==> src/rtl/rca_pkg.sv <==
// Package for the ring chunk allocator: field widths, request and status codes,
// controller states and the command/status structs between controller and datapath.
// Depends on nothing; every other file of the block except rca_ram imports it.
package rca_pkg;

   localparam int PTR_W               = 13;
   localparam int TYPE_W              = 2;
   localparam int STATUS_W            = 3;
   localparam int BUF_BYTES_DEFAULT   = 4096;
   localparam int HEADER_BYTES_DEFAULT = 4;
   localparam int RING_SIZE_RESET     = 4096;

   typedef enum logic [TYPE_W-1:0] {
      REQ_ALLOC = 2'd0,
      REQ_UNDO  = 2'd1,
      REQ_FREE  = 2'd2,
      REQ_QUERY = 2'd3
   } req_code_type;

   typedef enum logic [STATUS_W-1:0] {
      ST_OK       = 3'd0,
      ST_NOSPACE  = 3'd1,
      ST_BADPTR   = 3'd2,
      ST_BADORDER = 3'd3,
      ST_BADSIZE  = 3'd4
   } status_type;

   typedef enum logic [1:0] {
      S_CLEAR = 2'd0,
      S_IDLE  = 2'd1,
      S_EXEC  = 2'd2
   } state_type;

   typedef struct packed {
      logic accept;      // capture request, start header read
      logic clear_step;  // write one zero header during the clearing pass
      logic commit;      // evaluate request, update pointers, load result
   } ctrl_cmd_type;

   typedef struct packed {
      logic clear_done;  // last header of the clearing pass is being written
   } dp_status_type;

endpackage

==> src/rtl/rca_ctrl.sv <==
// Controller of the ring chunk allocator: clearing pass, request sequencing and
// response valid. Depends on rca_pkg for states and the command/status structs.
module rca_ctrl (
   input  logic                   clock,
   input  logic                   reset,
   input  logic                   req_valid,
   output logic                   req_ready,
   output logic                   rsp_valid,
   input  logic                   rsp_ready,
   input  rca_pkg::dp_status_type dp_status,
   output rca_pkg::ctrl_cmd_type  cmd
);
   import rca_pkg::*;

   state_type state_ff, state_in;
   logic      rsp_valid_ff, rsp_valid_in;
   logic      can_commit;

   assign can_commit = !rsp_valid_ff || rsp_ready;

   always_comb begin
      state_in = state_ff;
      unique case (state_ff)
         S_CLEAR: if (dp_status.clear_done) state_in = S_IDLE;
         S_IDLE:  if (req_valid) state_in = S_EXEC;
         S_EXEC:  if (can_commit) state_in = S_IDLE;
         default: state_in = S_CLEAR;
      endcase
   end

   always_comb begin
      req_ready      = 1'b0;
      cmd.accept     = 1'b0;
      cmd.clear_step = 1'b0;
      cmd.commit     = 1'b0;
      unique case (state_ff)
         S_CLEAR: cmd.clear_step = 1'b1;
         S_IDLE: begin
            req_ready  = 1'b1;
            cmd.accept = req_valid;
         end
         S_EXEC:  cmd.commit = can_commit;
         default: ;
      endcase
   end

   // hold the result until taken; a commit reloads it
   always_comb begin
      rsp_valid_in = rsp_valid_ff;
      if (cmd.commit) begin
         rsp_valid_in = 1'b1;
      end else if (rsp_ready) begin
         rsp_valid_in = 1'b0;
      end
   end

   always_ff @(posedge clock) begin
      if (reset) begin
         state_ff     <= S_CLEAR;
         rsp_valid_ff <= 1'b0;
      end else begin
         state_ff     <= state_in;
         rsp_valid_ff <= rsp_valid_in;
      end
   end

   assign rsp_valid = rsp_valid_ff;
endmodule

==> config.mk <==
export PLATFORM = sky130hd
export DESIGN_NAME = rca_ctrl
export DESIGN_NICKNAME = d
export VERILOG_FILES = /design/src/rtl/rca_pkg.sv /design/src/rtl/rca_ctrl.sv
export SDC_FILE = /design/constraint.sdc
export NUM_CORES = 1
export LEC_CHECK = 0
export ABC_AREA = 1
export BUFFER_PORTS_ARGS = -buffer_cell sky130_fd_sc_hd__buf_4
export CAP_MARGIN = 25
export CELL_PAD_IN_SITES_DETAIL_PLACEMENT = 0
export CELL_PAD_IN_SITES_GLOBAL_PLACEMENT = 2
export CORE_AREA = 2 2 39 41
export CTS_BUF_LIST = sky130_fd_sc_hd__clkbuf_16
export CTS_CLUSTER_SIZE = 16
export DETAILED_ROUTE_END_ITERATION = 7
export DIE_AREA = 0 0 41 43
export PLACE_DENSITY_LB_ADDON = 0.1
export REMOVE_ABC_BUFFERS = 1
export SETUP_SLACK_MARGIN = 0.4
export SLEW_MARGIN = 30
export SYNTH_ARGS = -nofsm -noshare
export SYNTH_HDL_FRONTEND = slang
export SYNTH_SLANG_ARGS = --single-unit
==> constraint.sdc <==
create_clock -name clock -period 1.27 [get_ports clock]
set_clock_uncertainty 0.2 [all_clocks]
set_input_delay 0.1905 -clock clock [delete_from_list [all_inputs] [get_ports clock]]
set_output_delay 0.1905 -clock clock [all_outputs]
set_load 0.02 [all_outputs]
==> results.py <==
metrics = {
    "synthesis": {
        "synthCells": 24,
        "seq_area_frac_synth_pct": 33.57,
        "synthAdderAreaFrac_pct": 0,
        "synth_top_area_cell": "dfxtp_1",
        "synth_top_family_by_area": "simple AND/OR/NAND/NOR gates",
        "synth-edff-count": 0,
        "synth_compound_area_share_pct": 11.89,
        "synth_common_cells": "5 x inv_1, 4 x nand2_1, 3 x dfxtp_1, 2 x nor2_2",
        "ys_warn_count": 0,
        "muxShareOfSynthArea_pct": 0,
        "ys_top_cells_by_area": "dfxtp_1 34%, nor2_8 11%, inv_1 10%",
        "yosysUniqueCellTypes": 14,
        "async_reset_ff_share_pct": 0,
        "synth.avg_cell_area_um2": 7.455,
        "ys.flop_type": "dfxtp_1",
        "yosys.area_share.simple_pct": 37.76,
        "netlist_area_um2": 178.9,
        "yosysMostFrequentCell": "inv_1",
        "synth_top_area_share_pct": 33.57,
        "synth-xor-area-share_pct": 0,
        "yosys_register_bits": 3,
    },
    "global_route": {
        "grt_pass1_vias": 204,
        "grt_use_total_pct": 7.007,
        "grt_max_degree": 7,
        "overflow": 0,
        "grt_antenna_before_repair": 0,
        "grt_first_pass_wirelength_um": 745,
    },
    "final_layout": {
        "final_core_util_pct": 29.20,
        "syn2layout_area_growth_pct": 125.9,
        "design_area_um2": 404.1,
        "drive_above_1_share_pct": 74.36,
        "final_nets": 45,
        "antenna_cells": 0,
    },
    "floorplanning": {
        "die_w_um": 41,
        "die-height_um": 43,
        "core.rowCount": 14,
        "start_util_pct": 12.93,
        "fp.coreArea_um2": 1384,
        "ios": 10,
        "die_area_um2": 1763,
    },
    "worst_setup_path": {
        "cp-start-kind": "flip-flop",
        "cp-startpoint": "state_ff[1]",
        "r2r-start": "state_ff[1]",
        "cp_max_fo": 4,
        "arrival_ps": 920,
        "endpoint_kind": "primary output",
        "crit_type": "reg2out",
        "crit_required_ps": 880,
    },
    "routing": {
        "viasPerCell": 3.509,
        "dr.pass1.iters": 1,
        "vias": 193,
        "routed_wl_um": 451,
        "post_drt_wl_per_cell_um": 8.200,
        "ant_nets": 0,
        "drt_iter0_drc": 0,
        "drc": 0,
    },
    "run_status": {
        "status": "finished, violations left",
        "violations": "negative hold slack, negative setup slack",
    },
    "clocking": {
        "cts_tree": "built",
        "insertion_delay_ps": 220,
        "clk_path_buf_depth": 2,
        "path_clk_slew_ps": 30,
        "cts_root_buf": "clkbuf_16",
        "htreeDepth": 1,
        "numCtsBuffers": 3,
        "cts.sinks": 3,
    },
    "timing": {
        "slew_violations": 0,
        "worst_pin_slew_ps": 150.3,
        "grt_setup_unrepaired": "true",
        "finalHoldViolations": 1,
        "finalCritPeriodShare_pct": 103.5,
        "fmax_ghz": 0.7608,
        "worst_slack_ps": -44.40,
        "period_needed_ps": 1314,
        "whs_ps": -77.37,
        "setup_viol": 1,
        "relSlewSlack_pct": 89.87,
    },
    "power_and_ir_drop": {
        "ir_worst_vdd_mv": 1.311,
        "powerDensity_nw_per_um2": 1670,
        "p_total_uw": 675.0,
        "leakagePower_uw": 0.0002059,
    },
    "placed_design": {
        "routabilityCongestion": 0.6813,
        "dpl_cell_area_um2": 266.5,
        "post-dp-hpwl_um": 342.3,
        "port_buffers": 9,
        "pre_cts_slack_ps": 120.3,
    },
    "hold_path": {
        "hold_path_class": "in2reg",
        "min_from": "reset",
    },
    "flow_run": {
        "maxCapViolCount": 0,
    },
}
==> critical path, stage by stage, from the launching register on <==
cell and delay (ps):
dfxtp_4 350, inv_4 40, nor3_2 150, buf_4 160
==> layout by cell type (no fill, tap or decap) <==
cell and count:
buf_4 8, o21a_1 1, nor2_4 1, o21ai_0 1, dfxtp_4 2, inv_2 2
inv_4 1, inv_1 4, clkbuf_16 3, buf_6 4, nor2_8 1, nand2_1 3
nand2_2 2, nand3_2 1, dfxtp_2 1, nor2_1 1, a21oi_2 1, nor2_2 1
nor3_2 1
==> timing repair <==
item	CTS	global route
pin swaps	0	1
gates resized for setup	9	7
endpoints found under the hold margin	1	1
setup endpoints to repair	8	8
buffers inserted	2	0
==> per-layer routing <==
layer,track usage [%],vias to the layer above,wire (um)
met5,0,-,0
met4,4.000,0,0
met3,6.283,0,40
met2,10.63,7,249
met1,5.732,85,160
li1,-,101,-
==> registers in the layout (all words and copies together), names as in the netlist <==
register	count
rsp_valid	1
state_ff	2
==> metrics by stage <==
stage          TNS, ps  hold WS, ps  std cells
2_1_floorplan   -137.0        52.94         23
5_1_grt         -163.1       -68.89         55
3_3_place_gp         0        156.6         49
3_5_place_dp         0        157.9         49
6_report        -44.40       -77.37         55
4_1_cts         -61.68       -78.13         55
==> worst paths after layout <==
check | endpoint | slack, ps | cells past startpoint
worst max-delay path | cmd[0] | -40 | 3
worst min-delay path | state_ff[1] | -80 | 2
worst max register to register | state_ff[0] | 90 | 7
worst min register to register | state_ff[1] | 380 | 3
==> layout make-up <==
| type | instances | area [um2] |
|---|---|---|
| clock buffers | 3 | 75.07 |
| repair buffers | 12 | 105.1 |
| fillers | 150 | 979.7 |
| well taps | 16 | 20.02 |
| inverters | 6 | 25.02 |
| clock inverters | 1 | 3.754 |
| multi-input cells | 14 | 106.4 |
| flip-flops and latches | 3 | 68.82 |
==> kinds of logic after synthesis <==
family	Yosys count
simple gates	11
buf+inv	7
flops	3
compound gates	3
==> where the power goes <==
group          total (uW)  switching, uW  internal, uW
logic                81.6           40.2          41.4
clock network         486           80.2           405
registers             108           8.60          99.2
(Power assumes the default switching activity.)
